===== src/sv/data_packet_framer_xor_macros.svh =====
// Assertion macros used by the framer top level.
`ifndef DATA_PACKET_FRAMER_XOR_MACROS_SVH
`define DATA_PACKET_FRAMER_XOR_MACROS_SVH

`ifndef SYNTHESIS

// Same-cycle implication, checked outside reset.
`define DPFX_ASSERT_IMPL(label, clk, rst, ante, cons) \
  label: assert property (@(posedge clk) disable iff (rst) (ante) |-> (cons)) \
    else $error("dpfx assertion failed");

// Next-cycle implication, checked outside reset.
`define DPFX_ASSERT_NEXT(label, clk, rst, ante, cons) \
  label: assert property (@(posedge clk) disable iff (rst) (ante) |=> (cons)) \
    else $error("dpfx assertion failed");

`else

`define DPFX_ASSERT_IMPL(label, clk, rst, ante, cons)
`define DPFX_ASSERT_NEXT(label, clk, rst, ante, cons)

`endif

`endif


===== src/sv/dpfx_pkg.sv =====
// Package with constants, the job descriptor and the emit step codes of the framer.
`timescale 1ns / 1ps

package dpfx_pkg;

  // Default payload bytes per packet.
  localparam int DPFX_CHUNK = 512;

  // Control byte that opens a data packet.
  localparam logic [7:0] DPFX_CTRL_DATA = 8'h01;

  // Width of the file size register and the file position.
  localparam int DPFX_FS_W = 31;

  // Bytes a packet is built from, captured when a payload byte is taken.
  typedef struct packed {
    logic       hdr;      // header goes out before the payload byte
    logic [7:0] seq;      // sequence number of this packet
    logic [7:0] len_hi;   // payload length, high byte
    logic [7:0] len_lo;   // payload length, low byte
    logic [7:0] data;     // payload byte
    logic [7:0] chk;      // checksum of the packet through this byte
    logic       eop;      // this byte ends the packet
    logic       trailer;  // an empty packet follows
  } dpfx_job_t;

  // Output byte being emitted for the current job.
  typedef enum logic [3:0] {
    ST_CTRL,
    ST_SEQ,
    ST_LENH,
    ST_LENL,
    ST_DATA,
    ST_CHK,
    ST_TCTRL,
    ST_TSEQ,
    ST_TLENH,
    ST_TLENL,
    ST_TCHK
  } dpfx_step_t;

endpackage


===== src/sv/dpfx_framer.sv =====
// Packet bookkeeping: positions, sequence number and checksum, and the job for each byte.
`timescale 1ns / 1ps

module dpfx_framer #(
  parameter int CHUNK = dpfx_pkg::DPFX_CHUNK
) (
  input  logic                              clk,
  input  logic                              rst,
  input  logic                              load,
  input  logic [7:0]                        data_byte,
  input  logic [dpfx_pkg::DPFX_FS_W-1:0]    file_size,
  output dpfx_pkg::dpfx_job_t               job
);
  import dpfx_pkg::*;

  localparam int LEN_W = $clog2(CHUNK + 1);

  logic [7:0]           sequence_number;
  logic [DPFX_FS_W-1:0] file_position;
  logic [LEN_W-1:0]     chunk_position;
  logic [7:0]           running_xor;
  logic [LEN_W-1:0]     pkt_len;
  logic                 pkt_final;
  logic                 pkt_trailer;

  logic                 start;
  logic [DPFX_FS_W-1:0] fs_eff;
  logic [DPFX_FS_W-1:0] remaining;
  logic                 final_new;
  logic                 trailer_new;
  logic [LEN_W-1:0]     len_new;
  logic [LEN_W-1:0]     len_cur;
  logic                 final_cur;
  logic                 trailer_cur;
  logic [15:0]          len16;
  logic [7:0]           xor_base;
  logic [7:0]           xor_data;
  logic [LEN_W-1:0]     cp_inc;
  logic                 eop;

  // Packet parameters, worked out when a packet starts.
  always_comb begin
    start       = (chunk_position == '0);
    fs_eff      = (file_size == '0) ? DPFX_FS_W'(1) : file_size;
    remaining   = (fs_eff > file_position) ? (fs_eff - file_position) : DPFX_FS_W'(1);
    final_new   = (remaining <= DPFX_FS_W'(CHUNK));
    trailer_new = final_new && (remaining == DPFX_FS_W'(CHUNK));
    len_new     = final_new ? LEN_W'(remaining) : LEN_W'(CHUNK);
    len_cur     = start ? len_new : pkt_len;
    final_cur   = start ? final_new : pkt_final;
    trailer_cur = start ? trailer_new : pkt_trailer;
    len16       = 16'(len_cur);
  end

  // Checksum and end of packet for this byte.
  always_comb begin
    xor_base = start ? (DPFX_CTRL_DATA ^ sequence_number ^ len16[15:8] ^ len16[7:0])
                     : running_xor;
    xor_data = xor_base ^ data_byte;
    cp_inc   = (start ? '0 : chunk_position) + LEN_W'(1);
    eop      = (cp_inc >= len_cur);
  end

  // Job handed to the serializer.
  always_comb begin
    job.hdr     = start;
    job.seq     = sequence_number;
    job.len_hi  = len16[15:8];
    job.len_lo  = len16[7:0];
    job.data    = data_byte;
    job.chk     = xor_data;
    job.eop     = eop;
    job.trailer = eop && final_cur && trailer_cur;
  end

  // Packet state update on each accepted byte.
  always_ff @(posedge clk) begin
    if (rst) begin
      sequence_number <= '0;
      file_position   <= '0;
      chunk_position  <= '0;
      running_xor     <= '0;
      pkt_len         <= '0;
      pkt_final       <= 1'b0;
      pkt_trailer     <= 1'b0;
    end else if (load) begin
      if (start) begin
        pkt_len     <= len_new;
        pkt_final   <= final_new;
        pkt_trailer <= trailer_new;
      end
      if (eop) begin
        sequence_number <= sequence_number + ((final_cur && trailer_cur) ? 8'd2 : 8'd1);
        chunk_position  <= '0;
        running_xor     <= '0;
        file_position   <= final_cur ? '0 : file_position + DPFX_FS_W'(1);
      end else begin
        chunk_position <= cp_inc;
        running_xor    <= xor_data;
        file_position  <= file_position + DPFX_FS_W'(1);
      end
    end
  end

endmodule


===== src/sv/dpfx_serializer.sv =====
// Output stage that holds one job and sends its bytes one beat at a time.
`timescale 1ns / 1ps

module dpfx_serializer (
  input  logic                clk,
  input  logic                rst,
  input  logic                load,
  input  dpfx_pkg::dpfx_job_t job_in,
  output logic                ready,
  output logic                m_tvalid,
  input  logic                m_tready,
  output logic [7:0]          m_tdata,   // out_byte
  output logic                m_tuser,   // end_of_packet
  output logic                m_tlast    // last
);
  import dpfx_pkg::*;

  dpfx_job_t  job;
  dpfx_step_t step;
  dpfx_step_t step_next;
  logic       busy;
  logic       busy_next;
  logic [7:0] seq2;
  logic       advance;

  // Busy flag and step register.
  always_ff @(posedge clk) begin
    if (rst) begin
      busy <= 1'b0;
      step <= ST_CTRL;
    end else begin
      busy <= busy_next;
      step <= step_next;
    end
  end

  // The job payload needs no reset.
  always_ff @(posedge clk) begin
    if (load) begin
      job <= job_in;
    end
  end

  // Current beat, next step and handover to the next job.
  always_comb begin
    seq2     = job.seq + 8'd1;
    m_tvalid = busy;
    m_tuser  = 1'b0;
    m_tlast  = 1'b0;
    m_tdata  = '0;
    case (step)
      ST_CTRL:  m_tdata = DPFX_CTRL_DATA;
      ST_SEQ:   m_tdata = job.seq;
      ST_LENH:  m_tdata = job.len_hi;
      ST_LENL:  m_tdata = job.len_lo;
      ST_DATA: begin
        m_tdata = job.data;
        m_tlast = !job.eop;
      end
      ST_CHK: begin
        m_tdata = job.chk;
        m_tuser = 1'b1;
        m_tlast = !job.trailer;
      end
      ST_TCTRL: m_tdata = DPFX_CTRL_DATA;
      ST_TSEQ:  m_tdata = seq2;
      ST_TLENH: m_tdata = 8'h00;
      ST_TLENL: m_tdata = 8'h00;
      ST_TCHK: begin
        m_tdata = DPFX_CTRL_DATA ^ seq2;
        m_tuser = 1'b1;
        m_tlast = 1'b1;
      end
      default:  m_tdata = '0;
    endcase

    advance   = busy && m_tready;
    ready     = !busy || (m_tready && m_tlast);
    busy_next = busy;
    step_next = step;
    if (load) begin
      busy_next = 1'b1;
      step_next = job_in.hdr ? ST_CTRL : ST_DATA;
    end else if (advance) begin
      if (m_tlast) begin
        busy_next = 1'b0;
      end else begin
        case (step)
          ST_CTRL:  step_next = ST_SEQ;
          ST_SEQ:   step_next = ST_LENH;
          ST_LENH:  step_next = ST_LENL;
          ST_LENL:  step_next = ST_DATA;
          ST_DATA:  step_next = ST_CHK;
          ST_CHK:   step_next = ST_TCTRL;
          ST_TCTRL: step_next = ST_TSEQ;
          ST_TSEQ:  step_next = ST_TLENH;
          ST_TLENH: step_next = ST_TLENL;
          ST_TLENL: step_next = ST_TCHK;
          default:  step_next = ST_CTRL;
        endcase
      end
    end
  end

endmodule


===== src/sv/data_packet_framer_xor.sv =====
// Top level of the data packet framer with XOR checksum.
// File bytes enter one per beat and leave framed as data packets of at most
// CHUNK payload bytes: control byte 0x01, sequence number, length high and
// low, the payload, then the XOR of the packet's earlier bytes (marked in
// m_tuser). m_tlast marks the final output beat caused by an input beat.
// A payload byte inside a packet is a single beat; a byte that opens a
// packet adds four header beats, one that closes it adds the checksum
// beat, and a file whose size is a nonzero multiple of CHUNK adds an
// empty packet of five beats. The output serializer sets the rate, sending
// one beat per cycle while m_tready is high; a new input beat is taken in
// the same cycle the previous job's last beat leaves. file_size, sampled
// at each packet start, is written through cfg_we/cfg_wdata; the user must
// do so only while the block is idle, which the block does not check.
`timescale 1ns / 1ps
`include "data_packet_framer_xor_macros.svh"

module data_packet_framer_xor #(
  parameter int CHUNK = dpfx_pkg::DPFX_CHUNK
) (
  input  logic                           clk,
  input  logic                           rst,
  input  logic                           cfg_we,
  input  logic [dpfx_pkg::DPFX_FS_W-1:0] cfg_wdata,  // file_size
  input  logic                           s_tvalid,
  output logic                           s_tready,
  input  logic [7:0]                     s_tdata,    // data_byte
  output logic                           m_tvalid,
  input  logic                           m_tready,
  output logic [7:0]                     m_tdata,    // out_byte
  output logic                           m_tuser,    // end_of_packet
  output logic                           m_tlast     // last
);
  import dpfx_pkg::*;

  logic [DPFX_FS_W-1:0] file_size;
  logic                 load;
  dpfx_job_t            job;

  // File size register.
  always_ff @(posedge clk) begin
    if (rst) begin
      file_size <= DPFX_FS_W'(1);
    end else if (cfg_we) begin
      file_size <= cfg_wdata;
    end
  end

  assign load = s_tvalid && s_tready;

  dpfx_framer #(
    .CHUNK(CHUNK)
  ) u_framer (
    .clk      (clk),
    .rst      (rst),
    .load     (load),
    .data_byte(s_tdata),
    .file_size(file_size),
    .job      (job)
  );

  dpfx_serializer u_serializer (
    .clk     (clk),
    .rst     (rst),
    .load    (load),
    .job_in  (job),
    .ready   (s_tready),
    .m_tvalid(m_tvalid),
    .m_tready(m_tready),
    .m_tdata (m_tdata),
    .m_tuser (m_tuser),
    .m_tlast (m_tlast)
  );

  // A stalled output beat blocks the input side.
  `DPFX_ASSERT_IMPL(a_stall_blocks_input, clk, rst, m_tvalid && !m_tready, !s_tready)
  // An accepted input beat always produces output in the next cycle.
  `DPFX_ASSERT_NEXT(a_accept_gives_output, clk, rst, load, m_tvalid)
  // A job that is not finished keeps its output valid.
  `DPFX_ASSERT_NEXT(a_job_continues, clk, rst, m_tvalid && m_tready && !m_tlast, m_tvalid)

endmodule

===== config.mk =====
export PLATFORM = sky130hd
export DESIGN_NAME = data_packet_framer_xor
export DESIGN_NICKNAME = d
export VERILOG_FILES = /design/src/sv/dpfx_pkg.sv /design/src/sv/dpfx_framer.sv /design/src/sv/dpfx_serializer.sv /design/src/sv/data_packet_framer_xor.sv
export VERILOG_INCLUDE_DIRS = /design/src /design/src/sv
export SDC_FILE = /design/constraint.sdc
export NUM_CORES = 1
export LEC_CHECK = 0
export BUFFER_PORTS_ARGS = -buffer_cell sky130_fd_sc_hd__buf_2
export CORE_MARGIN = 2
export CORE_UTILIZATION = 50
export CTS_CLUSTER_DIAMETER = 120
export DETAILED_ROUTE_END_ITERATION = 10
export PLACE_DENSITY = 0.71
export SYNTH_ARGS = -nofsm -noshare
export SYNTH_HDL_FRONTEND = slang
export SYNTH_SLANG_ARGS = --single-unit

===== constraint.sdc =====
create_clock -name clk -period 7.23 [get_ports clk]
set_clock_uncertainty 0.1 [all_clocks]
set_input_delay 2.169 -clock clk [delete_from_list [all_inputs] [get_ports clk]]
set_output_delay 2.169 -clock clk [all_outputs]
set_load 0.02 [all_outputs]

==> out/metrics.yaml <==
status: "complete, no violations"
n_fill_cell: 1759
worst_pin_slew_ps: 1010
gp_congestion: 0.954
die_y_um: 146
layout_setup_ws_ps: 395
first_pass_iters: 5
multi_input_area_um2: 6240
syn_area_um2: 10000
internal_power_w: 0.00157
synth_edf_count: 36
hold_buffers: 0
syn_avg_cell_area_um2: 8.22
via_count: 8973
crit_fanout: 10
utilization: 0.567
grt_usage: 0.252
synthCells: 1223
clkPwrFrac: 0.355
layout_min_cycle_time_ps: 6840
seq_area_frac_synth: 0.325
switchingPower_w: 0.000840
drive_gt1_frac: 0.129
ir_drop_mv: 0.167
end_kind: "flip-flop"
drtIter0Drc: 987
yosysWarnings: 0
synth_ff_type: "dfxtp_1"
core_area_um2: 19600
met3_length_um: 1510
clkLatencyLatePin_ps: 440
setup-violations-final: 0
whs_ps: 354
wl_met2_um: 11900
io_pins: 56
drc: 0
yosys-top-cells-area: "dfxtp_1 22%, edfxtp_1 11%, ha_1 6.7%"
clk_pin_slew_ps: 70
cp-start-kind: "flip-flop"
antenna_found_initial: 0
comb_power_share: 0.264
drt-met1-wl_um: 12600
post_dp_cell_area_um2: 10500
p_leak_nw: 4.36
grt_pass1_wl_um: 43400
row_count: 51
cts_tree: "done"
fin_nets: 1329
syn2layout_area_growth_pct: 10.5
yosys.area.top_type: "dfxtp_1"
cts_buffers: 17
ys_seq_elements: 145
num_antenna_cells: 0
relSlewSlack: 0.328
clock_sinks: 145
start_util: 0.513
hold_class: "flip-flop to flip-flop"
cp.required_ps: 7500
hpwl_um: 20100
yosysUniqueCellTypes: 87
async_flop_share: 0
htreeDepth: 4
pwr_density_cell_nw_per_um2: 217
grt_remaining_overflow: 0
avgRoutedWirePerCell_um: 17.7
grt_pass1_vias: 8395
maxUsedRoutingLayer: "met4"
critPathArrivalTime_ps: 7110
seqCellArea_um2: 3260
grt_max_degree: 39
finalSetupTns_ps: 0
hold_viol_final: 0
fmax_mhz: 146
ant_nets: 0
die_w_um: 146
fin_crit_sh: 0.945
clk_path_buf_depth: 2
final_area_um2: 11100
cap_violations: 0
avgViaCountPerCell: 5.95
place_ws_ps: 44.1
dieArea_um2: 21200
p_sw_frac: 0.348
power.share.sequential: 0.380
path_class: "flip-flop to flip-flop"
synth_nets: 1323
routed_wl_um: 26700
maxSlewViolCount: 0
synth.top_cell.area_share: 0.217
root_buffer: "clkbuf_16"
portBuffers: 55
-- logic make-up after synthesis --
kind of cell	Yosys count	synth area share
buf+inv	160	0.0624
flops	145	0.325
simple gates	460	0.233
fa+ha+maj	56	0.0712
xor+xnor	71	0.0648
compound gates	280	0.192
mux	51	0.0518
-- what timing repair did --
action,4_1_cts,5_1_grt
setup buffers,0,3
setup endpoints to repair,0,52
gates resized for setup,0,15
-- Yosys cell counts (8+ instances only) --
| library cell | number |
|---|---|
| nor3b_1 | 11 |
| a211oi_1 | 11 |
| o21ai_0 | 49 |
| o211ai_1 | 14 |
| nand3b_1 | 20 |
| a21oi_1 | 71 |
| o221ai_1 | 9 |
| nor3_1 | 25 |
| nor2_1 | 134 |
| buf_2 | 9 |
| a21o_1 | 12 |
| o21a_1 | 15 |
| nand4_1 | 23 |
| mux2i_1 | 43 |
| nand2_1 | 90 |
| or3_1 | 12 |
| nor2b_1 | 19 |
| nand3_1 | 52 |
| edfxtp_1 | 36 |
| xnor2_1 | 47 |
| and3_1 | 20 |
| inv_1 | 67 |
| a32oi_1 | 8 |
| nor4_1 | 13 |
| clkbuf_1 | 75 |
| dfxtp_1 | 109 |
| xor2_1 | 22 |
| nand2b_1 | 11 |
| ha_1 | 54 |
-- sequential cells by signal (all words and copies together) (netlist names), named ones only --
name,count
u_framer.pkt_trailer,1
u_framer.chunk_position,10
u_serializer.m_tvalid,1
file_size,31
u_framer.pkt_len,10
u_serializer.step,4
u_framer.sequence_number,8
u_framer.file_position,31
u_framer.pkt_final,1
u_serializer.job,36
u_framer.running_xor,8
-- cell usage in the layout (no fill, tap or decap), types with 47 or more instances in the layout --
cell type / count
nand2_1: 90
inv_1: 67
nor2_1: 134
ha_1: 54
nand3_1: 52
buf_2: 55
a21oi_1: 71
dfxtp_1: 109
o21ai_0: 48
xnor2_1: 47
-- worst max-delay path: stages (launching register included) --
cell and delay, ps:
dfxtp_1 350, nor4_1 470, nand4_1 150, nor2_1 140, nor2_1 60, ha_1 210
fa_2 380, nor2b_2 160, o21bai_1 100, a211oi_2 280, o21a_1 200, o22ai_1 100
a311o_1 370, or4_4 580, or4_4 480, nor3_2 240, buf_4 200, a22oi_1 100
ha_1 270, a2111oi_2 330, o21a_1 170, o31a_1 180, buf_4 160, nand2_1 100
or3_4 430, o32ai_1 270, a21oi_1 110, o21ai_0 70
-- power by group through the flow --
| stage | combinational, W | sequential (W) | clock [W] |
|---|---|---|---|
| final | 0.000638 | 0.000918 | 0.000858 |
| after global routing | 0.000695 | 0.000923 | 0.000903 |
| after CTS | 0.000616 | 0.000916 | 0.000864 |
| after detailed placement | 0.000612 | 0.000934 | 0 |
| after global placement | 0.000609 | 0.000932 | 0 |
| after floorplan | 0.000451 | 0.000918 | 0 |
-- routing by layer --
metal,vias up,track usage
li1,4418,-
met1,4205,0.349
met2,305,0.395
met3,45,0.0458
met4,0,0.0897
met5,-,0
-- path summary, 6_finish.rpt --
| path | from | to | slack [ps] | cells past startpoint |
|---|---|---|---|---|
| worst max-delay path | file_size[28] | u_framer.running_xor[4] | 390 | 27 |
| worst min-delay path | u_framer.pkt_len[1] | u_framer.pkt_len[1] | 350 | 2 |
| worst max register to register | file_size[28] | u_framer.running_xor[4] | 390 | 27 |
| worst min register to register | u_framer.pkt_len[1] | u_framer.pkt_len[1] | 350 | 2 |
-- cell type report --
class	instances	area share
Clock buffer	17	0.0383
Clock inverter	15	0.0124
Inverter	68	0.0230
Multi-Input combinational cell	918	0.562
Sequential cell	145	0.294
Tap cell	265	0.0299
Timing Repair Buffer	79	0.0410
-- through the flow --
step           total power [W]  std cells
3_3_place_gp           0.00154       1472
6_report               0.00241       1507
2_1_floorplan          0.00137       1223
5_1_grt                0.00252       1507
3_5_place_dp           0.00155       1472
4_1_cts                0.00240       1504
Note: power is estimated with default switching activity, not from simulation.
